[src/hw/rtl/cft_pkg.sv]
package cft_pkg;

    localparam int BYTE_W   = 8;
    localparam int VALUE_W  = 63;
    localparam int LEN_W    = 11;
    localparam int COL_W    = 8;
    localparam int ROW_W    = 16;
    localparam int WIDE_W   = 9;
    localparam int DOTS_W   = 2;

    // Delimiters and character classes
    localparam logic [BYTE_W-1:0] CH_COMMA   = 8'h2C;
    localparam logic [BYTE_W-1:0] CH_NEWLINE = 8'h0A;
    localparam logic [BYTE_W-1:0] CH_DOT     = 8'h2E;
    localparam logic [BYTE_W-1:0] CH_ZERO    = 8'h30;
    localparam logic [BYTE_W-1:0] CH_NINE    = 8'h39;

    // Largest value, and that value divided by ten (remainder seven)
    localparam logic [VALUE_W-1:0] VALUE_MAX   = {VALUE_W{1'b1}};
    localparam logic [VALUE_W-1:0] VALUE_DIV10 = 63'd922337203685477580;

    localparam logic [DOTS_W-1:0] DOTS_ONE = 2'd1;
    localparam logic [DOTS_W-1:0] DOTS_TWO = 2'd2;

    typedef enum logic [1:0] {
        KIND_EMPTY  = 2'd0,
        KIND_INT    = 2'd1,
        KIND_FLOAT  = 2'd2,
        KIND_STRING = 2'd3
    } field_kind_t;

    // Per-item control from the input stage to the state holders
    typedef struct packed {
        logic take;
        logic close;
        logic row_end;
    } step_t;

    typedef struct packed {
        field_kind_t        kind;
        logic [VALUE_W-1:0] acc;
        logic               clamp;
        logic [LEN_W-1:0]   frac;
        logic [LEN_W-1:0]   bytes;
    } field_state_t;

    typedef struct packed {
        logic [COL_W-1:0]  column;
        logic [ROW_W-1:0]  row;
        logic [WIDE_W-1:0] widest_after;
    } pos_state_t;

    typedef struct packed {
        field_kind_t        field_kind;
        logic [VALUE_W-1:0] digit_value;
        logic [LEN_W-1:0]   scale_digits;
        logic               value_saturated;
        logic [LEN_W-1:0]   field_length;
        logic [COL_W-1:0]   column_index;
        logic [ROW_W-1:0]   row_index;
        logic               ends_row;
        logic [WIDE_W-1:0]  widest_row;
    } result_t;

endpackage

[src/hw/rtl/cft_pos.sv]
module cft_pos import cft_pkg::*;
#(
    parameter int MAX_COLUMNS = 256,
    parameter int MAX_ROWS    = 65536
)
(
    input  logic       clk,
    input  logic       rst_n,
    input  step_t      step,
    output pos_state_t pos
);

    localparam int ColCapInt  = (MAX_COLUMNS - 1 < 255) ? MAX_COLUMNS - 1 : 255;
    localparam int WideCapInt = (MAX_COLUMNS < 511) ? MAX_COLUMNS : 511;
    localparam int RowCapInt  = (MAX_ROWS - 1 < 65535) ? MAX_ROWS - 1 : 65535;
    localparam logic [COL_W-1:0]  ColCap  = COL_W'(ColCapInt);
    localparam logic [WIDE_W-1:0] WideCap = WIDE_W'(WideCapInt);
    localparam logic [ROW_W-1:0]  RowCap  = ROW_W'(RowCapInt);

    logic [COL_W-1:0]  column_reg, column_next;
    logic [ROW_W-1:0]  row_reg,    row_next;
    logic [WIDE_W-1:0] widest_reg, widest_next;
    logic [WIDE_W-1:0] cols;
    logic [WIDE_W-1:0] widest_after;

    // Count columns of the row this field ends, and track the widest
    always_comb
    begin
        cols = {1'b0, column_reg} + WIDE_W'(1);
        if (cols > WideCap)
        begin
            cols = WideCap;
        end
        widest_after = widest_reg;
        if (step.row_end && cols > widest_reg)
        begin
            widest_after = cols;
        end
    end

    // Advance column or row when a field closes
    always_comb
    begin
        column_next = column_reg;
        row_next    = row_reg;
        widest_next = widest_reg;
        if (step.close)
        begin
            widest_next = widest_after;
            if (step.row_end)
            begin
                column_next = '0;
                if (row_reg < RowCap)
                begin
                    row_next = row_reg + ROW_W'(1);
                end
            end
            else if (column_reg < ColCap)
            begin
                column_next = column_reg + COL_W'(1);
            end
        end
    end

    always_ff @(posedge clk or negedge rst_n)
    begin
        if (!rst_n)
        begin
            column_reg <= '0;
            row_reg    <= '0;
            widest_reg <= '0;
        end
        else
        begin
            column_reg <= column_next;
            row_reg    <= row_next;
            widest_reg <= widest_next;
        end
    end

    assign pos.column       = column_reg;
    assign pos.row          = row_reg;
    assign pos.widest_after = widest_after;

endmodule

[config.mk]
export PLATFORM = sky130hd
export DESIGN_NAME = cft_pos
export DESIGN_NICKNAME = d
export VERILOG_FILES = /design/src/hw/rtl/cft_pkg.sv /design/src/hw/rtl/cft_pos.sv
export SDC_FILE = /design/constraint.sdc
export NUM_CORES = 1
export LEC_CHECK = 0
export BUFFER_PORTS_ARGS = -buffer_cell sky130_fd_sc_hd__buf_2
export CORE_UTILIZATION = 56
export CTS_CLUSTER_DIAMETER = 100
export DETAILED_ROUTE_END_ITERATION = 8
export PLACE_DENSITY = 0.89
export SLEW_MARGIN = 15
export SYNTH_ARGS = -nofsm -noshare
export SYNTH_HDL_FRONTEND = slang
export SYNTH_SLANG_ARGS = --single-unit
[constraint.sdc]
create_clock -name clk -period 4.3 [get_ports clk]
set_input_delay 1.075 -clock clk [delete_from_list [all_inputs] [get_ports clk]]
set_output_delay 1.075 -clock clk [all_outputs]
set_load 0.1 [all_outputs]
## Word level (Yosys, flattened, before mapping)

Cells that the tools add are included.

- Register bits: 33
- Bits in latches: 0
- Memory bits (writable): 0
- Bits in read-only memories: 0
- Input port bits: 5
- Output and inout port bits: 33
- Logic and storage cells: 18
- Memories: 0

- $add $sub $neg: 3
- Multiply operators: 0
- Div/mod/pow operators: 0
- Magnitude comparators: 4
- Equality and inequality tests: 0
- Shift operators: 0
- Multiplexer cells: 4
- Bitwise logic cells: 0
- Reductions and logical operators: 4

Operator list:

| operator | count |
|---|---|
| 2-to-1 mux 9 bit | 2 |
| adder 16 x 1 -> 16 bit, second input constant | 1 |
| less-than comparator 16 bit, second input constant | 1 |
| 2-to-1 mux 8 bit | 2 |
| adder 8 x 1 -> 9 bit, second input constant | 1 |
| greater-than comparator 9 bit | 1 |
| greater-than comparator 9 bit, second input constant | 1 |
| adder 8 x 1 -> 8 bit, second input constant | 1 |
| less-than comparator 8 bit, second input constant | 1 |
| AND reduction 3 bit | 1 |
| AND reduction 2 bit | 1 |
| nonzero test 2 bit | 1 |
| logical AND 1 bit | 1 |

## Logic depth before layout (Yosys ltp)

Gate-level depths: netlist of run 1.

- Depth in word-level cells: 6
- Mapped depth: 14
- Gate-level depth less buffers: 12

## Least setup slack after synthesis of run 1

Ideal clock, no wire load.

- Path type: register to output
- From: register column_reg[0]
- To: output pos[2] in the netlist's numbering
- Arrival: 5.210 ns
- Required time: 3.225 ns
- Path slack: -1.985 ns
- Stages on the path, launching flop included: 15
- Path buffers: 3
- Path through: dfrtp_1 -> ha_1 -> and3_1 -> buf_2 -> nand3_2 -> inv_1 -> buf_4 -> nor2_1 -> ha_1 -> and4_1 -> and3_1 -> buf_6 -> nor2_1 -> o21ai_0 -> a2111oi_2

RTL lines:

| element | RTL line | RTL |
|---|---|---|
| start: declaration | cft_pos.sv:20 | `logic [COL_W-1:0] column_reg, column_next;` |
| start signal: assignment | cft_pos.sv:75 | `column_reg <= column_next;` |
| end: declaration | cft_pos.sv:10 | `output pos_state_t pos` |

==> results.sh, run 1 <==
export IMPL_clk_pin_slew_ps=70
export IMPL_place_hpwl_um=3680
export IMPL_cts_made_buffers=5
export IMPL_crit_end="pos[5]"
export IMPL_p_leak_nw=1.34
export IMPL_slew_viol_final=0
export IMPL_row_count=22
export IMPL_synth_fa_ha_area_share_pct=7.03
export IMPL_synth_compound_area_share_pct=15.4
export IMPL_slew_headroom_pct=50.4
export IMPL_cp_max_fo=8
export IMPL_synth_cell_types=37
export IMPL_drt_total_wl_um=5570
export IMPL_grt_pass1_vias=1942
export IMPL_routed_via_count=1967
export IMPL_crit_type="reg2out"
export IMPL_rsz0062_at_grt="yes"
export IMPL_coreArea_um2=3660
export IMPL_intPower_mw=0.833
export IMPL_post_dp_cell_area_um2=2590
export IMPL_grt_pass1_wl_um=8760
export IMPL_wl_per_cell_um=16.7
export IMPL_largest_reg_flops=16
export IMPL_power_total_mw=1.72
export IMPL_r2r_cells=9
export IMPL_die_y_um=63.8
export IMPL_peakVddDrop_v=0.000612
export IMPL_worst_ep_required_time_ps=3220
export IMPL_ff2ff_setup_slack_ps=1190
export IMPL_syn_nets=239
export IMPL_max_slew_worst_pin_slew_ps=743
export IMPL_period_share_pct=104
export IMPL_start_util_pct=58.3
export IMPL_fill_cells=217
export IMPL_gp_congestion=0.829
export IMPL_fp_dieW_um=63.8
export IMPL_fin_util_pct=81.6
export IMPL_syn_inst=222
export IMPL_first_pass_iters=4
export IMPL_synth_edff_count=0
export IMPL_setup_violations=9
export IMPL_cp_arrival_ps=3390
export IMPL_clkPwrFrac_pct=14.3
export IMPL_design_area_um2=2990
export IMPL_clk_latency_ps=290
export IMPL_grt_overflow_total=0
export IMPL_swShare_pct=51.5
export IMPL_num_antenna_cells=0
export IMPL_synth_yosys_seq_area_share_pct=38.7
export IMPL_status="complete, but fails checks"
export IMPL_min_path_type="reg2reg"
export IMPL_io_pins=38
export IMPL_postRouteAntennaNets=0
export IMPL_synth_top_family_by_area="simple AND/OR/NAND/NOR gates"
export IMPL_violations="negative setup slack"
export IMPL_critical_path_startpoint="column_reg[0]"
export IMPL_avgSynthCellArea_um2=9.62
export IMPL_crit_path_end_kind="output pin"
export IMPL_antenna_found_initial=0
export IMPL_cts_tree="done"
export IMPL_max_freq_mhz=224
export IMPL_cts_sinks=33
export IMPL_drive_gt1_share_pct=45.5
export IMPL_rr_startpoint="column_reg[0]"
export IMPL_p_sw_mw=0.884
export IMPL_root_buffer="clkbuf_8"
export IMPL_seqPwrFrac_pct=24.6
export IMPL_synth_ff_type="dfrtp_1"
export IMPL_ys_seq_elements=33
export IMPL_die_area_um2=4060
export IMPL_synthMuxAreaShare_pct=8.44
export IMPL_h_tree_depth=2
export IMPL_syn2layout_area_growth_pct=40.0
export IMPL_cts_max_path_buffers=2
export IMPL_yosysWarningCount=0
export IMPL_skew_ps=6.19
export IMPL_nNetsFinal=302
export IMPL_pwr_share_comb_pct=61.0
export IMPL_synthSimpleGateAreaFrac_pct=17.8
export IMPL_avgViaCountPerCell=5.89
export IMPL_port_buffers=36
export IMPL_fin_crit_ps=4460
export IMPL_hold_viol=0
export IMPL_grt_usage_pct=28.1
export IMPL_first_iter_violations=163
export IMPL_post_route_drc_count=0
export IMPL_grt_max_degree=34
export IMPL_timing_rr_end="widest_reg[5]"
export IMPL_async_reset_ff_share_pct=100
export IMPL_timing_final_ws_setup_ps=-165
export IMPL_critPathLaunchType="flop"
export IMPL_synth_xor_area_share_pct=6.97
export IMPL_netlist_area_um2=2140
export IMPL_power_density_nw_per_um2=574
export IMPL_max_cap_violations=0
-- metal layers --
metal  wire [µm]  track usage [%]
met4         144             13.6
met5           0                0
met3         262             5.36
met1        2160             30.3
met2        3010             52.0
-- layout by cell type (no fill, tap or decap), types with 4 or more instances in the layout --
| master | n |
|---|---|
| dfrtp_1 | 26 |
| o21ai_0 | 7 |
| clkbuf_8 | 6 |
| ha_1 | 7 |
| o21ai_2 | 5 |
| a21oi_1 | 11 |
| xor2_1 | 6 |
| xnor2_1 | 9 |
| dfrtp_4 | 4 |
| buf_6 | 7 |
| o22ai_1 | 4 |
| ha_4 | 5 |
| and3_1 | 5 |
| buf_12 | 4 |
| nand2_1 | 17 |
| buf_2 | 27 |
| inv_1 | 20 |
| nand4_1 | 5 |
| nand3_1 | 8 |
| nor2_1 | 9 |
| mux2_2 | 12 |
| buf_4 | 24 |
-- worst max-delay path: stages (launching register included) --
cell	delay, ps
dfrtp_4	470
ha_4	150
and3_4	250
a31oi_4	100
o21ai_2	140
o21ai_2	90
ha_1	300
and4_4	230
o211ai_1	130
o211ai_2	110
nor3b_4	530
mux2_2	410
buf_6	190
-- kinds of logic (layout without fill, tap and decap cells) --
family / count (synthesis) / after routing
compound gates: 48 / 48
xor+xnor: 17 / 17
fa+ha+maj: 12 / 12
buf+inv: 28 / 92
flops: 33 / 33
mux: 16 / 16
simple gates: 68 / 68
-- final cells by class --
class,instances,area (µm²),area share (%)
tap,48,60.1,2.01
clock buffer,7,86.3,2.89
multi-input combinational,161,1420,47.6
timing repair buffer,62,474,15.9
sequential,33,845,28.3
inverter,22,93.8,3.14
clock inverter,1,7.51,0.251
-- timing repair --
item,in CTS,in global routing
gates resized for setup,30,14
pin swaps,11,7
endpoints found under the setup margin,9,9
setup buffers,10,3
hold endpoints to repair,0,0
hold buffers,0,0
gates cloned,0,0
-- metrics by stage --
stage	hold slack, ps	setup WS (ps)	std cells	TNS, ps
detailed placement	483	-45.2	313	-261
global placement	476	17.4	313	0
global route	527	-326	334	-2390
CTS	498	-189	331	-1520
floorplan	477	-472	222	-1280
finish	497	-165	334	-1200
-- power by group through the flow --
| stage | clock (mW) | sequential, mW | combinational, mW |
|---|---|---|---|
| 3_3_place_gp | 0 | 0.423 | 0.916 |
| 4_1_cts | 0.253 | 0.421 | 1.02 |
| 2_1_floorplan | 0 | 0.665 | 0.523 |
| 6_report | 0.246 | 0.423 | 1.05 |
| 3_5_place_dp | 0 | 0.427 | 0.943 |
| 5_1_grt | 0.262 | 0.431 | 1.09 |
-- synth_stat cells (all sizes together) (5+ instances only) --
master / number / area (µm²)
o21ai: 12 / 63.8
nand2: 17 / 63.8
and3: 7 / 43.8
ha: 12 / 150
dfrtp: 33 / 826
xnor2: 10 / 87.6
nand3: 10 / 55.1
nand4: 5 / 31.3
nor2: 12 / 45.0
xor2: 7 / 61.3
inv: 22 / 82.6
mux2: 16 / 180
a21oi: 13 / 65.1
-- worst min path at each step --
stage	from	slack [ps]	end	depth (start not counted)
floorplan	widest_reg[4]	480	widest_reg[4]	1
global placement	row_reg[10]	480	row_reg[10]	1
detailed placement	row_reg[10]	480	row_reg[10]	1
CTS	row_reg[10]	500	row_reg[10]	1
global route	row_reg[10]	530	row_reg[10]	1
finish	row_reg[10]	500	row_reg[10]	1
No activity file was read; power rests on OpenSTA's default activity.
==> run 2, diff against run 1 <==
--- a/config.mk
+++ b/config.mk
@@ -5,11 +5,12 @@
 export SDC_FILE = /design/constraint.sdc
 export NUM_CORES = 1
 export LEC_CHECK = 0
+export ABC_AREA = 1
 export BUFFER_PORTS_ARGS = -buffer_cell sky130_fd_sc_hd__buf_2
-export CORE_UTILIZATION = 56
+export CORE_UTILIZATION = 55
 export CTS_CLUSTER_DIAMETER = 100
 export DETAILED_ROUTE_END_ITERATION = 8
-export PLACE_DENSITY = 0.89
+export PLACE_DENSITY = 0.88
 export SLEW_MARGIN = 15
 export SYNTH_ARGS = -nofsm -noshare
 export SYNTH_HDL_FRONTEND = slang
==> run 2 against run 1 <==
Compared with the run above:
- the run now ends clean
- non-clock buffer count down 24
- clock skew barely moved
- area after synthesis down 3.2%
- maximum frequency grew 10%
- global-route usage is 2.9 points lower
- critical endpoint is now pos[8]
- largest cell class unchanged
==> results.sh, run 2 <==
export IMPL_status="finished clean"
export IMPL_hold_viol=0
export IMPL_post_synth_top_count_cell="nand2_1"
export IMPL_synth_cell_types=26
export IMPL_grt_overflow_total=0
export IMPL_final_common_cell="nand2_1"
export IMPL_wl_per_cell_um=13.0
export IMPL_p_leak_nw=1.34
export IMPL_antenna_found_initial=0
export IMPL_coreArea_um2=3470
export IMPL_die_area_um2=4010
export IMPL_yosysTopAreaCell="dfrtp_1"
export IMPL_clkPwrFrac_pct=15.1
export IMPL_post_route_drc_count=0
export IMPL_dr_wl_met2_um=2490
export IMPL_met1Wirelength_um=1920
export IMPL_max_slew_worst_pin_slew_ps=707
export IMPL_cp_arrival_ps=2980
export IMPL_syn_nets=289
export IMPL_gp_congestion=0.820
export IMPL_pwr_share_comb_pct=62.3
export IMPL_r2r_cells=19
export IMPL_cts_max_path_buffers=2
export IMPL_drive_gt1_share_pct=24.8
export IMPL_grt_max_degree=34
export IMPL_ctsHoldBuffers=0
export IMPL_num_antenna_cells=0
export IMPL_max_cap_violations=0
export IMPL_p_sw_mw=1.07
export IMPL_synth_commonest_cells="nand2_1, inv_1, dfrtp_1, nand3_1, nor2_1"
export IMPL_start_util_pct=59.6
export IMPL_netlist_area_um2=2070
export IMPL_clk_latency_ps=290
export IMPL_yosysWarningCount=0
export IMPL_cts_tree="done"
export IMPL_grt_pass1_vias=1753
export IMPL_synth_top_cell_area_share_pct=40.0
export IMPL_fin_cells=360
export IMPL_fin_crit_ps=4060
export IMPL_min_path_type="reg2reg"
export IMPL_cts_resized=1
export IMPL_fp_dieW_um=63.3
export IMPL_design_area_um2=2560
export IMPL_row_count=21
export IMPL_hold_depth=2
export IMPL_intPower_mw=0.852
export IMPL_ff2ff_setup_slack_ps=1650
export IMPL_crit_path_end_kind="output pin"
export IMPL_die_y_um=63.3
export IMPL_clk_pin_slew_ps=70
export IMPL_avgSynthCellArea_um2=7.60
export IMPL_first_pass_iters=4
export IMPL_postRouteAntennaNets=0
export IMPL_topRoutingLayerUsed="met4"
export IMPL_synth_edff_count=0
export IMPL_max_freq_mhz=246
export IMPL_wl_met3_um=191
export IMPL_cts_sinks=33
export IMPL_ys_seq_elements=33
export IMPL_port_buffers=36
export IMPL_synth_top_cells_by_area="dfrtp_1, nand2_1, ha_1"
export IMPL_slew_viol_final=0
export IMPL_nNetsFinal=330
export IMPL_io_pins=38
export IMPL_synth_yosys_seq_area_share_pct=40.0
export IMPL_timing_rr_end="widest_reg[4]"
export IMPL_grt_usage_pct=25.2
export IMPL_critical_path_startpoint="column_reg[0]"
export IMPL_avgViaCountPerCell=5.29
export IMPL_crit_type="reg2out"
export IMPL_power_density_nw_per_um2=751
export IMPL_routed_via_count=1904
export IMPL_seqPwrFrac_pct=22.6
export IMPL_syn_inst=272
export IMPL_dp_cells=352
export IMPL_power_total_mw=1.92
export IMPL_slew_headroom_pct=52.9
export IMPL_mostFrequentLayoutCells="nand2_1, inv_1, dfrtp_1, buf_2, nand3_1"
export IMPL_synth_ff_type="dfrtp_1"
export IMPL_largest_reg_flops=16
export IMPL_cts_made_buffers=5
export IMPL_fin_hold_ws_ps=490
export IMPL_h_tree_depth=2
export IMPL_drt_total_wl_um=4700
export IMPL_swShare_pct=55.7
export IMPL_place_worst_setup_slack_ps=271
export IMPL_place_hpwl_um=3350
export IMPL_period_share_pct=94.4
export IMPL_setup_violations=0
export IMPL_cp_max_fo=5
export IMPL_post_dp_cell_area_um2=2380
export IMPL_timing_final_ws_setup_ps=242
export IMPL_rr_startpoint="column_reg[0]"
export IMPL_first_iter_violations=127
export IMPL_worst_ep_required_time_ps=3220
export IMPL_async_reset_ff_share_pct=100
export IMPL_grt_pass1_wl_um=7710
export IMPL_critPathLaunchType="flop"
export IMPL_crit_end="pos[8]"
export IMPL_root_buffer="clkbuf_8"
export IMPL_fin_util_pct=73.8
export IMPL_skew_ps=6.46
export IMPL_syn2layout_area_growth_pct=23.8
export IMPL_peakVddDrop_v=0.000737
export IMPL_cts_setup_buffers=0
export IMPL_setup_tns_ps=0
run 2: cell count changes after synthesis, sizes merged, moves of 3 or more:
cell	previous run	this run
nand2	17	85
mux2	16	0
and3	7	0
nand4	5	1
nor4	3	0
and4	4	0
nand3	10	22
nor2	12	20
a31oi	4	0
a21oi	13	4
o21ai	12	22
a2111oi	4	0
inv	22	40
run 2: power groups by stage:
stage | Clock, mW | Combinational [mW] | Sequential [mW]
floorplan | 0 | 0.685 | 0.641
global placement | 0 | 1.10 | 0.435
detailed placement | 0 | 1.12 | 0.438
CTS | 0.295 | 1.13 | 0.434
global route | 0.308 | 1.26 | 0.445
finish | 0.290 | 1.20 | 0.435
run 2: metal layers:
metal	up-vias	track usage (%)
met5	-	0
met2	63	44.5
met3	12	6.34
li1	945	-
met1	884	28.7
met4	0	10.5
run 2: critical path, stage by stage (launching register included):
cell        delay, ps
dfrtp_4           450
ha_4              160
nand2_1            60
nor2_2            140
inv_1              90
nand2_2           110
nand2_2            70
nor2_2             90
nand2_1           100
a21oi_1           160
ha_1              250
nand2_1            70
nor2_2             50
nand3_1            70
nand2_1            50
inv_1              70
nand2_2            80
inv_4             100
nand2_2           100
o21ai_2           110
clkinvlp_4        130
buf_12            170
run 2: cell families (layout without fill, tap and decap cells):
family,count (synthesis),in the layout,share of synthesized area [%]
AO/OA/AOI/OAI,32,32,8.23
XOR/XNOR,16,16,6.78
adder cells (fa/ha/maj),12,12,7.26
buffers and inverters,44,86,8.72
flip-flops,33,33,40.0
AND/OR/NAND/NOR,135,135,29.1
run 2: worst min-delay path by stage:
stage                        from             to  slack (ps)
finish              widest_reg[2]  widest_reg[2]         490
global route        widest_reg[4]  widest_reg[4]         520
CTS                 widest_reg[4]  widest_reg[4]         490
detailed placement  widest_reg[4]  widest_reg[4]         480
global placement    widest_reg[3]  widest_reg[3]         470
floorplan           widest_reg[2]  widest_reg[2]         450
run 2: layout make-up:
type / instances / area, µm²
repair buffers: 38 / 290
clock inverters: 2 / 35.0
inverters: 40 / 156
clock buffers: 6 / 72.6
fillers: 283 / 910
flip-flops and latches: 33 / 837
well taps: 46 / 57.6
multi-input cells: 195 / 1110
