<file path="src/hw/rtl/cft_pkg.sv">
package cft_pkg;

    localparam int BYTE_W   = 8;
    localparam int VALUE_W  = 63;
    localparam int LEN_W    = 11;
    localparam int COL_W    = 8;
    localparam int ROW_W    = 16;
    localparam int WIDE_W   = 9;
    localparam int DOTS_W   = 2;

    // Delimiters and character classes
    localparam logic [BYTE_W-1:0] CH_COMMA   = 8'h2C;
    localparam logic [BYTE_W-1:0] CH_NEWLINE = 8'h0A;
    localparam logic [BYTE_W-1:0] CH_DOT     = 8'h2E;
    localparam logic [BYTE_W-1:0] CH_ZERO    = 8'h30;
    localparam logic [BYTE_W-1:0] CH_NINE    = 8'h39;

    // Largest value, and that value divided by ten (remainder seven)
    localparam logic [VALUE_W-1:0] VALUE_MAX   = {VALUE_W{1'b1}};
    localparam logic [VALUE_W-1:0] VALUE_DIV10 = 63'd922337203685477580;

    localparam logic [DOTS_W-1:0] DOTS_ONE = 2'd1;
    localparam logic [DOTS_W-1:0] DOTS_TWO = 2'd2;

    typedef enum logic [1:0] {
        KIND_EMPTY  = 2'd0,
        KIND_INT    = 2'd1,
        KIND_FLOAT  = 2'd2,
        KIND_STRING = 2'd3
    } field_kind_t;

    // Per-item control from the input stage to the state holders
    typedef struct packed {
        logic take;
        logic close;
        logic row_end;
    } step_t;

    typedef struct packed {
        field_kind_t        kind;
        logic [VALUE_W-1:0] acc;
        logic               clamp;
        logic [LEN_W-1:0]   frac;
        logic [LEN_W-1:0]   bytes;
    } field_state_t;

    typedef struct packed {
        logic [COL_W-1:0]  column;
        logic [ROW_W-1:0]  row;
        logic [WIDE_W-1:0] widest_after;
    } pos_state_t;

    typedef struct packed {
        field_kind_t        field_kind;
        logic [VALUE_W-1:0] digit_value;
        logic [LEN_W-1:0]   scale_digits;
        logic               value_saturated;
        logic [LEN_W-1:0]   field_length;
        logic [COL_W-1:0]   column_index;
        logic [ROW_W-1:0]   row_index;
        logic               ends_row;
        logic [WIDE_W-1:0]  widest_row;
    } result_t;

endpackage

</file>
<file path="src/hw/rtl/cft_field.sv">
module cft_field import cft_pkg::*;
#(
    parameter int MAX_FIELD_BYTES = 1024
)
(
    input  logic              clk,
    input  logic              rst_n,
    input  step_t             step,
    input  logic [BYTE_W-1:0] text_byte,
    output field_state_t      fs
);

    localparam int LenCapInt = (MAX_FIELD_BYTES < 2047) ? MAX_FIELD_BYTES : 2047;
    localparam logic [LEN_W-1:0] LenCap = LEN_W'(LenCapInt);

    field_kind_t        kind_reg,  kind_next;
    logic [VALUE_W-1:0] acc_reg,   acc_next;
    logic               clamp_reg, clamp_next;
    logic [DOTS_W-1:0]  dots_reg,  dots_next;
    logic [LEN_W-1:0]   frac_reg,  frac_next;
    logic [LEN_W-1:0]   bytes_reg, bytes_next;

    logic               is_digit;
    logic               is_dot;
    logic [VALUE_W-1:0] digit;
    logic [VALUE_W-1:0] limit;
    logic [VALUE_W-1:0] acc_x10;

    // Classify the byte and form the times-ten accumulate by shifts
    always_comb
    begin
        is_digit = (text_byte >= CH_ZERO) && (text_byte <= CH_NINE);
        is_dot   = (text_byte == CH_DOT);
        digit    = VALUE_W'(text_byte - CH_ZERO) & VALUE_W'(4'hF);
        limit    = (digit > VALUE_W'(7)) ? (VALUE_DIV10 - VALUE_W'(1)) : VALUE_DIV10;
        acc_x10  = {acc_reg[VALUE_W-4:0], 3'b000} + {acc_reg[VALUE_W-2:0], 1'b0} + digit;
    end

    // Fold one byte into the field state
    always_comb
    begin
        kind_next  = kind_reg;
        acc_next   = acc_reg;
        clamp_next = clamp_reg;
        dots_next  = dots_reg;
        frac_next  = frac_reg;
        bytes_next = bytes_reg;
        if (step.close)
        begin
            kind_next  = KIND_EMPTY;
            acc_next   = '0;
            clamp_next = 1'b0;
            dots_next  = '0;
            frac_next  = '0;
            bytes_next = '0;
        end
        else if (step.take)
        begin
            if (bytes_reg < LenCap)
            begin
                bytes_next = bytes_reg + LEN_W'(1);
            end
            if (is_digit)
            begin
                if (kind_reg == KIND_EMPTY)
                begin
                    kind_next = KIND_INT;
                end
                if (dots_reg < DOTS_TWO)
                begin
                    if (acc_reg > limit)
                    begin
                        acc_next   = VALUE_MAX;
                        clamp_next = 1'b1;
                    end
                    else
                    begin
                        acc_next = acc_x10;
                    end
                    if (dots_reg == DOTS_ONE && frac_reg < LenCap)
                    begin
                        frac_next = frac_reg + LEN_W'(1);
                    end
                end
            end
            else if (is_dot)
            begin
                if (kind_reg != KIND_STRING)
                begin
                    kind_next = KIND_FLOAT;
                end
                if (dots_reg < DOTS_TWO)
                begin
                    dots_next = dots_reg + DOTS_W'(1);
                end
            end
            else
            begin
                kind_next = KIND_STRING;
            end
        end
    end

    // Hold the field state
    always_ff @(posedge clk or negedge rst_n)
    begin
        if (!rst_n)
        begin
            kind_reg  <= KIND_EMPTY;
            acc_reg   <= '0;
            clamp_reg <= 1'b0;
            dots_reg  <= '0;
            frac_reg  <= '0;
            bytes_reg <= '0;
        end
        else
        begin
            kind_reg  <= kind_next;
            acc_reg   <= acc_next;
            clamp_reg <= clamp_next;
            dots_reg  <= dots_next;
            frac_reg  <= frac_next;
            bytes_reg <= bytes_next;
        end
    end

    assign fs.kind  = kind_reg;
    assign fs.acc   = acc_reg;
    assign fs.clamp = clamp_reg;
    assign fs.frac  = frac_reg;
    assign fs.bytes = bytes_reg;

endmodule

</file>
<file path="config.mk">
export PLATFORM = sky130hd
export DESIGN_NAME = cft_field
export DESIGN_NICKNAME = d
export VERILOG_FILES = /design/src/hw/rtl/cft_pkg.sv /design/src/hw/rtl/cft_field.sv
export SDC_FILE = /design/constraint.sdc
export NUM_CORES = 1
export LEC_CHECK = 0
export BUFFER_PORTS_ARGS = -buffer_cell sky130_fd_sc_hd__buf_2
export CAP_MARGIN = 20
export CELL_PAD_IN_SITES_DETAIL_PLACEMENT = 1
export CELL_PAD_IN_SITES_GLOBAL_PLACEMENT = 1
export CORE_UTILIZATION = 41
export CTS_CLUSTER_SIZE = 8
export DETAILED_ROUTE_END_ITERATION = 7
export PLACE_DENSITY = 0.84
export REMOVE_ABC_BUFFERS = 1
export SYNTH_ARGS = -nofsm -noshare
export SYNTH_HDL_FRONTEND = slang
export SYNTH_SLANG_ARGS = --single-unit
</file>
<file path="constraint.sdc">
create_clock -name clk -period 9.3 [get_ports clk]
set_clock_uncertainty 0.15 [all_clocks]
set_input_delay 1.395 -clock clk [delete_from_list [all_inputs] [get_ports clk]]
set_output_delay 1.395 -clock clk [all_outputs]
set_load 0.02 [all_outputs]
</file>
# ---- Yosys cells after proc, flatten, opt, wreduce, memory -nomap -nowiden
# Index checks and enable logic that the tools add are counted.
dict set report word_totals {
  elab_cells 71
  inputBits 13
  out_inout_bits 88
  memories 0
  latchBits 0
  rom_bits 0
  regBits 90
  ramBits 0
}
dict set report op_classes {
  n_mul 0
  n_reduce_logical 16
  n_mux 30
  add_sub_neg 6
  order_cmp 7
  div 0
  shift 0
  n_bitwise 0
  n_eq_ne 6
}
# op n
set op_table {}
lappend op_table {{2-to-1 mux 63 bit} 5}
lappend op_table {{2-to-1 mux 11 bit} 8}
lappend op_table {{adder 63 x 4 -> 63 bit} 1}
lappend op_table {{adder 63 bit} 1}
lappend op_table {{greater-than comparator 63 x 60 -> 1 bit} 1}
lappend op_table {{adder 11 x 1 -> 11 bit (second input constant)} 2}
lappend op_table {{less-than comparator 11 bit (second input constant)} 2}
lappend op_table {{2-to-1 mux 2 bit} 11}
lappend op_table {{nonzero test 2 bit} 7}
lappend op_table {{AND reduction 4 bit} 3}
lappend op_table {{== test 8 x 6 -> 1 bit (second input constant)} 1}
lappend op_table {{>= comparator 8 x 6 -> 1 bit (second input constant)} 1}
lappend op_table {{<= comparator 8 x 6 -> 1 bit (second input constant)} 1}
lappend op_table {{AND reduction 3 bit} 2}
lappend op_table {{2-to-1 mux 1 bit} 5}
lappend op_table {{greater-than comparator 4 x 3 -> 1 bit (second input constant)} 1}
lappend op_table {{inequality test 2 bit (second input constant)} 2}
lappend op_table {{inequality test 4 x 3 -> 1 bit (second input constant)} 1}
lappend op_table {{subtractor 4 x 1 -> 4 bit (second input constant)} 1}
lappend op_table {{2-to-1 mux 3 bit} 1}
lappend op_table {{inequality test 3 x 2 -> 1 bit (second input constant)} 1}
lappend op_table {{adder 2 x 1 -> 2 bit (second input constant)} 1}
lappend op_table {{== test 2 x 1 -> 1 bit (second input constant)} 1}
lappend op_table {{logical AND 1 bit} 2}
lappend op_table {{3 further kinds} 3}

# ---- Depth between registers and ports, before layout
# Gate-level depths: netlist of the first run.
dict set report logic_depth {
  word_depth 9
  depth_mapped 14
  depth_no_buf 14
}

# ---- Least setup slack after synthesis of the first run
# No wires, ideal clock.
dict set report synth_timing {
  path_type {in2reg}
  startpoint {input port text_byte[3]}
  endpoint {register acc_reg[38]}
  slack_ps 4549
  setup_time_ps 99
  required_ps 9051
  path_buffers 0
  arrival_time_ps 4501
  cell_stages 14
  path_cell_list {inv_1 fa_1 inv_1 fa_1 a21o_2 a221oi_2 o211ai_1 a32o_1 or2_1 a31oi_1 o21ai_1 a31oi_1 xor2_1 a311oi_1}
}
dict set report synth_via {
  elab_chain_len 9
  word_cells_on_any_way 15
  classes_between {add/sub: 2; order compare: 4; mux: 6; reduce/logical: 3}
}
# item line_no
set synth_lines {}
lappend synth_lines {{start: declaration} cft_field.sv:9} ;# input logic [BYTE_W-1:0] text_byte,
lappend synth_lines {{subtractor 4 x 1 -> 4 bit} cft_field.sv:34} ;# digit = VALUE_W'(text_byte - CH_ZERO) & VALUE_W'(4'hF);
lappend synth_lines {{greater-than comparator 4 x 3 -> 1 bit} cft_field.sv:35} ;# limit = (digit > VALUE_W'(7)) ? (VALUE_DIV10 - VALUE_W'(1)) : VALUE_DIV10;
lappend synth_lines {{2-to-1 mux 3 bit} cft_field.sv:35}
lappend synth_lines {{greater-than comparator 63 x 60 -> 1 bit} cft_field.sv:71} ;# if (acc_reg > limit)
lappend synth_lines {{2-to-1 mux 63 bit} cft_field.sv:71}
lappend synth_lines {{2-to-1 mux 63 bit} cft_field.sv:69} ;# if (dots_reg < DOTS_TWO)
lappend synth_lines {{2-to-1 mux 63 bit} cft_field.sv:63} ;# if (is_digit)
lappend synth_lines {{2-to-1 mux 63 bit} cft_field.sv:57} ;# else if (step.take)
lappend synth_lines {{2-to-1 mux 63 bit} cft_field.sv:48} ;# if (step.close)
lappend synth_lines {{end signal: assignment} cft_field.sv:119} ;# acc_reg <= acc_next;
lappend synth_lines {{end: declaration} cft_field.sv:17} ;# logic [VALUE_W-1:0] acc_reg, acc_next;
# Several ways; a longest one is shown, not always the timed one. The select of a mux whose other input is x is not followed.
# A chain may end at the register's enable or synchronous reset.

# ---- Worst setup path in the final report of the first run
# Same ends and word-level chain as after synthesis.

==> results of run 1 <==
-- cell type report --
cell class / instances / area (um^2)
fill: 2472 / 10900
clock buffer: 10 / 239
timing repair buffer: 102 / 523
inverter: 20 / 75.1
multi-input combinational: 827 / 5830
clock inverter: 6 / 51.3
tap: 270 / 338
sequential: 90 / 2250
-- layer usage --
layer  GRT usage  wire (um)  part of all wire  vias up
li1            -          -                 -     3806
met1       0.316      11600              0.46     3937
met2       0.429      12500              0.49      163
met3      0.0323        854             0.034       34
met4      0.0753        502             0.020        0
met5           0          0                 0        -
-- power groups by stage --
| stage | clock network (W) | registers [W] | logic, W |
|---|---|---|---|
| final | 0.000378 | 0.000406 | 0.0000881 |
| after global routing | 0.000398 | 0.000407 | 0.0000978 |
| after CTS | 0.000384 | 0.000406 | 0.0000891 |
| after detailed placement | 0 | 0.000414 | 0.0000884 |
| after global placement | 0 | 0.000413 | 0.0000851 |
| after floorplan | 0 | 0.000418 | 0.0000437 |
-- cells by family after synthesis --
logic type                 count (synthesis)  share of synthesized area
muxes                                      3                    0.00369
DFF                                       90                      0.266
adders and majority gates                128                      0.191
AOI/OAI and AO/OA                        303                      0.245
buffers and inverters                     75                     0.0464
and+or+nand+nor                          322                      0.175
xor gates and xnor gates                  71                     0.0734
-- stage by stage --
step	worst slack (ns)	utilization	cells
6_report	4.19	0.460	1325
5_1_grt	3.91	0.460	1325
4_1_cts	4.19	0.460	1325
3_5_place_dp	3.82	0.446	1309
3_3_place_gp	3.94	0.446	1309
2_1_floorplan	4.49	-	937
-- worst paths after layout --
kind,startpoint,end,slack [ns],cells after the start
setup reg to reg,acc_reg[2],acc_reg[38],5.01,14
hold / removal,clamp_reg,clamp_reg,0.39,2
setup / recovery,text_byte[3],acc_reg[38],4.19,15
min in group asynchronous,rst_n,frac_reg[7],0.86,1
hold reg to reg,clamp_reg,clamp_reg,0.39,2
max in group asynchronous,rst_n,acc_reg[62],7.04,2
-- synth_stat cells, types with 11 or more instances --
cell type / instances
dfrtp_1: 90
a21o_1: 29
nor3_1: 24
xnor2_1: 36
nand3_1: 19
a211oi_1: 34
ha_1: 126
inv_1: 19
nor2_1: 129
nand2_1: 71
nand4_1: 27
o21bai_1: 11
a21oi_1: 90
o21ai_0: 39
a311oi_1: 25
clkbuf_1: 30
xor2_1: 35
-- worst min-delay path: stages (launching register included) --
cell and delay (ns):
dfrtp_1 0.37, a21oi_1 0.05, nor2_1 0.08
==> metrics.json, run 1 <==
{
  "status": "completed",
  "worst_hold_margin_ns": 0.394,
  "p_sw_frac": 0.291,
  "count_of_buffers_from_port_buffering": 99,
  "crit_buf_inv": 3,
  "syn_inst": 992,
  "cts_made_buffers": 9,
  "route.final.wire_length_um": 25500,
  "vias": 7940,
  "tightest_slew_ns": 1.09,
  "ios": 101,
  "crit_slowest_cell": "fa_1",
  "drt_iter0_drc": 396,
  "synthesis.yosys.warnings": 0,
  "first_pass_grt_wire_length_um": 42600,
  "grt_util_all_layers": 0.246,
  "hpwl_um": 19000,
  "mappedNetlistArea_um2": 8470,
  "max-slew-margin-rel": 0.273,
  "fmax_mhz": 196,
  "per_instance_average_area_after_synthesis_um2": 8.54,
  "count_of_flip_flops_with_a_built_in_enable_after_synthesis": 0,
  "critical_path_start_end_classification": "in -> reg",
  "cts_hold_buf": 0,
  "comb_power_share": 0.101,
  "clk_latency_ns": 0.37,
  "synth_flop_cell": "dfrtp_1",
  "route.detailed.wl_per_inst_um": 19.2,
  "die_area_um2": 21200,
  "synth-seq-area-share": 0.266,
  "share_of_power_burned_in_the_clock_network": 0.434,
  "synth_cell_type_count": 78,
  "vdd_ir_drop_max_uv": 75.2,
  "worstPathMaxFanout": 5,
  "setup-violations-final": 0,
  "fin_total_pwr_w": 0.000872,
  "synth-seq-cells": 90,
  "fin_setup_tns_ns": 0,
  "fin_max_slew_vios": 0,
  "gr-total-overflow": 0,
  "crit_family": "compound AO/OA/AOI/OAI gates",
  "layout.cells.most_common_list": "nor2_1 (128), ha_1 (126), buf_2 (97)",
  "worst_setup_path_start_kind": "input port",
  "core.rowCount": 52,
  "hold_class": "reg -> reg",
  "critPathCaptureType": "register",
  "seq_power_share": 0.465,
  "largest_reg_flops": 63,
  "diodes": 0,
  "post_cts_resized": 0,
  "hold_viol_final": 0,
  "grt_start_max_net_pins": 95,
  "required_ns": 9.42,
  "initial_antenna_violation_count": 0,
  "final_common_cell": "nor2_1",
  "final_nets": 1191,
  "cts_tree": "done",
  "synthToLayoutAreaGrowth_pct": 9.88,
  "chipWidth_um": 146,
  "critical-path-max-stage-delay_ns": 0.53,
  "die_h_um": 146,
  "power_density_nw_per_um2": 93.7,
  "grt_setup_unrepaired": "no",
  "post_synth_main_area_contributors": "dfrtp_1 (27%), ha_1 (19%), nor2_1 (5.7%), a21oi_1 (5.3%), xnor2_1 (3.7%)",
  "gp_congestion": 0.869,
  "drc_errors": 0,
  "power_switching_w": 0.000254,
  "finalCritPeriodShare": 0.550,
  "drt-pass1-iter-count": 6,
  "crit_path_cells": "buf_2 > inv_1 > fa_1 > inv_1 > fa_1 > a21o_2 > a221oi_2 > o211ai_1 > a32o_1 > or2_1 > a31oi_1 > o21ai_1 > a31oi_1 > xor2_1 > a311oi_1",
  "detail_route.vias_per_cell": 5.99,
  "yosys.area.top_type_share": 0.266,
  "power.internal_w": 0.000618,
  "placed_area_um2": 9020,
  "power_leakage_nw": 4.56,
  "drive_above_1_share": 0.131,
  "cts_setup_buffers": 0,
  "synth.largest_area_cell": "dfrtp_1",
  "data_arrival_time_of_the_critical_path_ns": 5.23,
  "number_of_maximum_capacitance_constraint_violations": 0,
  "clock-sinks": 90,
  "cts.reportedPaths.clkPinSlew_ns": 0.07,
  "final.min_clock_period_ns": 5.11,
  "floorplan.core_area_um2": 20200,
  "cts_buffer_depth": 2,
  "initial_utilization": 0.419,
  "first_global_vias": 8295,
  "clk_root_buffer_cell": "clkbuf_16",
  "layout.cell_area.non_filler_um2": 9310,
  "h_tree_lvls": 3,
  "async_sr_flop_fraction": 1.00,
  "final_antenna_net_count": 0
}
(Power assumes the default switching activity.)
==> run 2, diff against run 1 <==
- clock period: 9.3 -> 4.9 ns (I/O delays scaled with it)
==> metrics.json, run 2 (same netlist as run 1, synthesis figures left out) <==
{
  "hold_viol_final": 0,
  "route.final.wire_length_um": 25000,
  "final_nets": 1195,
  "clock-sinks": 90,
  "worstPathMaxFanout": 5,
  "regToRegSetupSlack_ns": 0.60,
  "fin_setup_tns_ns": 0,
  "critical_path_start_end_classification": "in -> reg",
  "first_global_vias": 8204,
  "grt_util_all_layers": 0.242,
  "data_arrival_time_of_the_critical_path_ns": 4.52,
  "layout.cells.most_common_list": "nor2_1 (128), ha_1 (126), buf_2 (97)",
  "status": "completed",
  "drc_errors": 0,
  "chipWidth_um": 146,
  "worst_r2r_path_depth": 14,
  "worst_setup_path_start_kind": "input port",
  "critPathCaptureType": "register",
  "max-slew-margin-rel": 0.347,
  "crit_path_cells": "buf_2 > inv_1 > fa_1 > inv_1 > fa_1 > a21o_2 > a221oi_2 > o211ai_1 > a32o_1 > or2_1 > a31oi_1 > o21ai_1 > a31oi_1 > xor2_1 > a311oi_1",
  "clk_latency_ns": 0.36,
  "drt-pass1-iter-count": 5,
  "route.detailed.wl_per_inst_um": 18.8,
  "pnr_worst_setup_slack_ns": 0.494,
  "regToRegStartpoint": "acc_reg[2]",
  "detail_route.vias_per_cell": 5.91,
  "count_of_buffers_from_port_buffering": 99,
  "cts_setup_buffers": 0,
  "cts_made_buffers": 9,
  "die_area_um2": 21200,
  "grt_setup_unrepaired": "no",
  "hold_class": "in -> async",
  "power_density_nw_per_um2": 177,
  "largest_reg_flops": 63,
  "crit_slowest_cell": "fa_1",
  "synthToLayoutAreaGrowth_pct": 10.2,
  "drive_above_1_share": 0.134,
  "gr-total-overflow": 0,
  "number_of_maximum_capacitance_constraint_violations": 0,
  "critical-path-max-stage-delay_ns": 0.54,
  "final_antenna_net_count": 0,
  "required_ns": 5.02,
  "fmax_mhz": 227,
  "tightest_slew_ns": 0.979,
  "cts.reportedPaths.clkPinSlew_ns": 0.08,
  "placed_area_um2": 9050,
  "initial_antenna_violation_count": 0,
  "cts_tree": "done",
  "grt_start_max_net_pins": 59,
  "ios": 101,
  "cts_buffer_depth": 2,
  "worst_r2r_endpoint": "acc_reg[38]",
  "die_h_um": 146,
  "vias": 7860,
  "gp_congestion": 0.883,
  "core.rowCount": 52,
  "finalCritPeriodShare": 0.899,
  "fin_max_slew_vios": 0,
  "final_common_cell": "nor2_1",
  "drt_iter0_drc": 345,
  "final.min_clock_period_ns": 4.41,
  "floorplan.core_area_um2": 20200,
  "diodes": 0,
  "vdd_ir_drop_max_uv": 143,
  "hpwl_um": 19300,
  "cts_hold_buf": 0,
  "h_tree_lvls": 3,
  "initial_utilization": 0.419,
  "clk_root_buffer_cell": "clkbuf_16",
  "setup-violations-final": 0,
  "power_leakage_nw": 4.58,
  "post_cts_resized": 0,
  "post-place-ws_ns": 0.186,
  "worst_hold_margin_ns": 0.267,
  "first_pass_grt_wire_length_um": 42000,
  "layout.cell_area.non_filler_um2": 9340
}
## run 2: worst max path at each step
stage	startpoint	to	slack, ns
after detailed placement	text_byte[3]	acc_reg[38]	0.19
after floorplan	text_byte[3]	acc_reg[38]	0.75
after global placement	text_byte[3]	acc_reg[38]	0.25
after CTS	text_byte[3]	acc_reg[38]	0.53
after global routing	text_byte[3]	acc_reg[38]	0.22
final	text_byte[3]	acc_reg[38]	0.49
## run 2: layer usage
| metal | vias up | share of wire | global-route usage | wire length (um) |
|---|---|---|---|---|
| li1 | 3822 | - | - | - |
| met1 | 3846 | 0.46 | 0.310 | 11500 |
| met5 | - | 0 | 0 | 0 |
| met3 | 36 | 0.035 | 0.0361 | 883 |
| met2 | 156 | 0.48 | 0.419 | 12100 |
| met4 | 0 | 0.022 | 0.0758 | 546 |
## run 2: cell type report
cell class | count | area (um^2)
Tap cell | 270 | 338
Inverter | 20 | 75.1
Clock inverter | 7 | 66.3
Timing Repair Buffer | 106 | 553
Multi-Input combinational cell | 827 | 5830
Sequential cell | 90 | 2250
Clock buffer | 9 | 225
Fill cell | 2443 | 10900
## run 2: per-stage QoR
step,instances,total power (W),util
global placement,1313,0.000947,0.447
global route,1329,0.00172,0.462
finish,1329,0.00165,0.462
floorplan,937,0.000876,-
CTS,1329,0.00168,0.462
detailed placement,1313,0.000954,0.447
## run 2: worst max-delay path, delay by kind of cell
kind | cells | cell delay [ns]
adder cells (fa/ha/maj) | 2 | 0.99
AND/OR/NAND/NOR | 1 | 0.27
XOR/XNOR | 1 | 0.10
buffers and inverters | 3 | 0.30
AO/OA/AOI/OAI | 8 | 2.12
## run 2: report_power, final
| group | switching [W] | internal (W) |
|---|---|---|
| logic | 0.000114 | 0.0000540 |
| clock network | 0.000354 | 0.000359 |
| registers | 0.0000176 | 0.000753 |
==> run 3, diff against run 2 <==
- REMOVE_ABC_BUFFERS: 1 -> unset
==> metrics.json, run 3 (same netlist as run 1, synthesis figures left out) <==
{
  "gr-total-overflow": 0,
  "final_nets": 1194,
  "h_tree_lvls": 3,
  "core.rowCount": 52,
  "vias": 8027,
  "status": "completed",
  "ios": 101,
  "top_sig_layer": "met4",
  "worst_hold_margin_ns": 0.298,
  "regArea_um2": 2250,
  "gp_congestion": 0.931,
  "vdd_ir_drop_max_uv": 152,
  "post_cts_resized": 0,
  "grt_util_all_layers": 0.250,
  "met3_length_um": 923,
  "hold_class": "in -> async",
  "first_pass_grt_wire_length_um": 43100,
  "hpwl_um": 19800,
  "worstPathMaxFanout": 5,
  "filler_cell_count": 2450,
  "count_of_buffers_from_port_buffering": 99,
  "final_common_cell": "nor2_1",
  "max-slew-margin-rel": 0.344,
  "worst_setup_path_start_kind": "input port",
  "first_global_vias": 8248,
  "final_antenna_net_count": 0,
  "power_density_nw_per_um2": 177,
  "drive_above_1_share": 0.133,
  "multi_input_comb_area_um2": 5830,
  "cts_tree": "done",
  "grt_setup_unrepaired": "no",
  "route.final.wire_length_um": 25800,
  "drt-pass1-iter-count": 5,
  "clk_root_buffer_cell": "clkbuf_16",
  "finalCritPeriodShare": 0.885,
  "initial_antenna_violation_count": 0,
  "drt_iter0_drc": 491,
  "drc_errors": 0,
  "m1WireLength_um": 12000,
  "final.min_clock_period_ns": 4.33,
  "clk_latency_ns": 0.37,
  "fin_setup_tns_ns": 0,
  "diodes": 0,
  "largest_reg_flops": 63,
  "floorplan.core_area_um2": 20200,
  "required_ns": 5.02,
  "cts_buffer_depth": 2,
  "hold_viol_final": 0,
  "cts_setup_buffers": 0,
  "fin_max_slew_vios": 0,
  "layout.cells.most_common_list": "nor2_1 (128), ha_1 (126), buf_2 (98)",
  "cts.reportedPaths.clkPinSlew_ns": 0.07,
  "cts_hold_buf": 0,
  "cts_made_buffers": 9,
  "detailroute.wirelength.met2_um": 12300,
  "die_area_um2": 21200,
  "regToRegSetupSlack_ns": 0.68,
  "detail_route.vias_per_cell": 6.04,
  "route.detailed.wl_per_inst_um": 19.5,
  "tightest_slew_ns": 0.982,
  "fmax_mhz": 231,
  "chipWidth_um": 146,
  "number_of_maximum_capacitance_constraint_violations": 0,
  "clock-sinks": 90,
  "initial_utilization": 0.419,
  "power_leakage_nw": 4.57,
  "critical_path_start_end_classification": "in -> reg",
  "grt_start_max_net_pins": 80,
  "syn_nets": 1133,
  "data_arrival_time_of_the_critical_path_ns": 4.45,
  "setup-violations-final": 0,
  "die_h_um": 146,
  "synthToLayoutAreaGrowth_pct": 9.98,
  "critPathCaptureType": "register"
}
## run 3: worst paths after layout
| path | startpoint | to | cells past startpoint |
|---|---|---|---|
| max | text_byte[3] | acc_reg[38] | 15 |
| min | rst_n | frac_reg[3] | 1 |
| max reg2reg | acc_reg[0] | acc_reg[38] | 14 |
| min reg2reg | clamp_reg | clamp_reg | 2 |
| max in group asynchronous | rst_n | acc_reg[43] | 2 |
| min in group clk | clamp_reg | clamp_reg | 2 |
## run 3: critical path, cell delays in order
cell and delay [ns]:
buf_2 0.13, inv_1 0.09, fa_1 0.53, inv_1 0.07, fa_1 0.46, a21o_2 0.22, a221oi_2 0.34, o211ai_1 0.22
a32o_1 0.31, or2_1 0.27, a31oi_1 0.32, o21ai_1 0.15, a31oi_1 0.23, xor2_1 0.09, a311oi_1 0.27
## run 3: power breakdown
group / total [W] / switching, W / internal (W)
Clock: 0.000704 / 0.000345 / 0.000359
Combinational: 0.000171 / 0.000117 / 0.0000537
Sequential: 0.000771 / 0.0000179 / 0.000753
## run 3: cell type report
| cell class | count | share of cell area |
|---|---|---|
| multi-input combinational | 827 | 0.626 |
| clock inverter | 6 | 0.00430 |
| timing repair buffer | 105 | 0.0583 |
| tap | 270 | 0.0363 |
| inverter | 20 | 0.00806 |
| sequential | 90 | 0.242 |
| clock buffer | 10 | 0.0256 |
## run 3: through the flow
step | instance area (um^2) | instances | setup WS [ns] | util | power (W)
floorplan | 8470 | 992 | 0.809 | - | 0.000892
global placement | 9040 | 1312 | 0.350 | 0.447 | 0.000949
detailed placement | 9040 | 1312 | 0.236 | 0.447 | 0.000956
CTS | 9320 | 1328 | 0.600 | 0.460 | 0.00165
global route | 9320 | 1328 | 0.230 | 0.460 | 0.00170
finish | 9320 | 1328 | 0.565 | 0.460 | 0.00165
## run 3: layer usage
layer / up-vias / track usage
met5: - / 0
met4: 0 / 0.0768
met2: 196 / 0.424
li1: 3814 / -
met1: 3968 / 0.324
met3: 49 / 0.0401
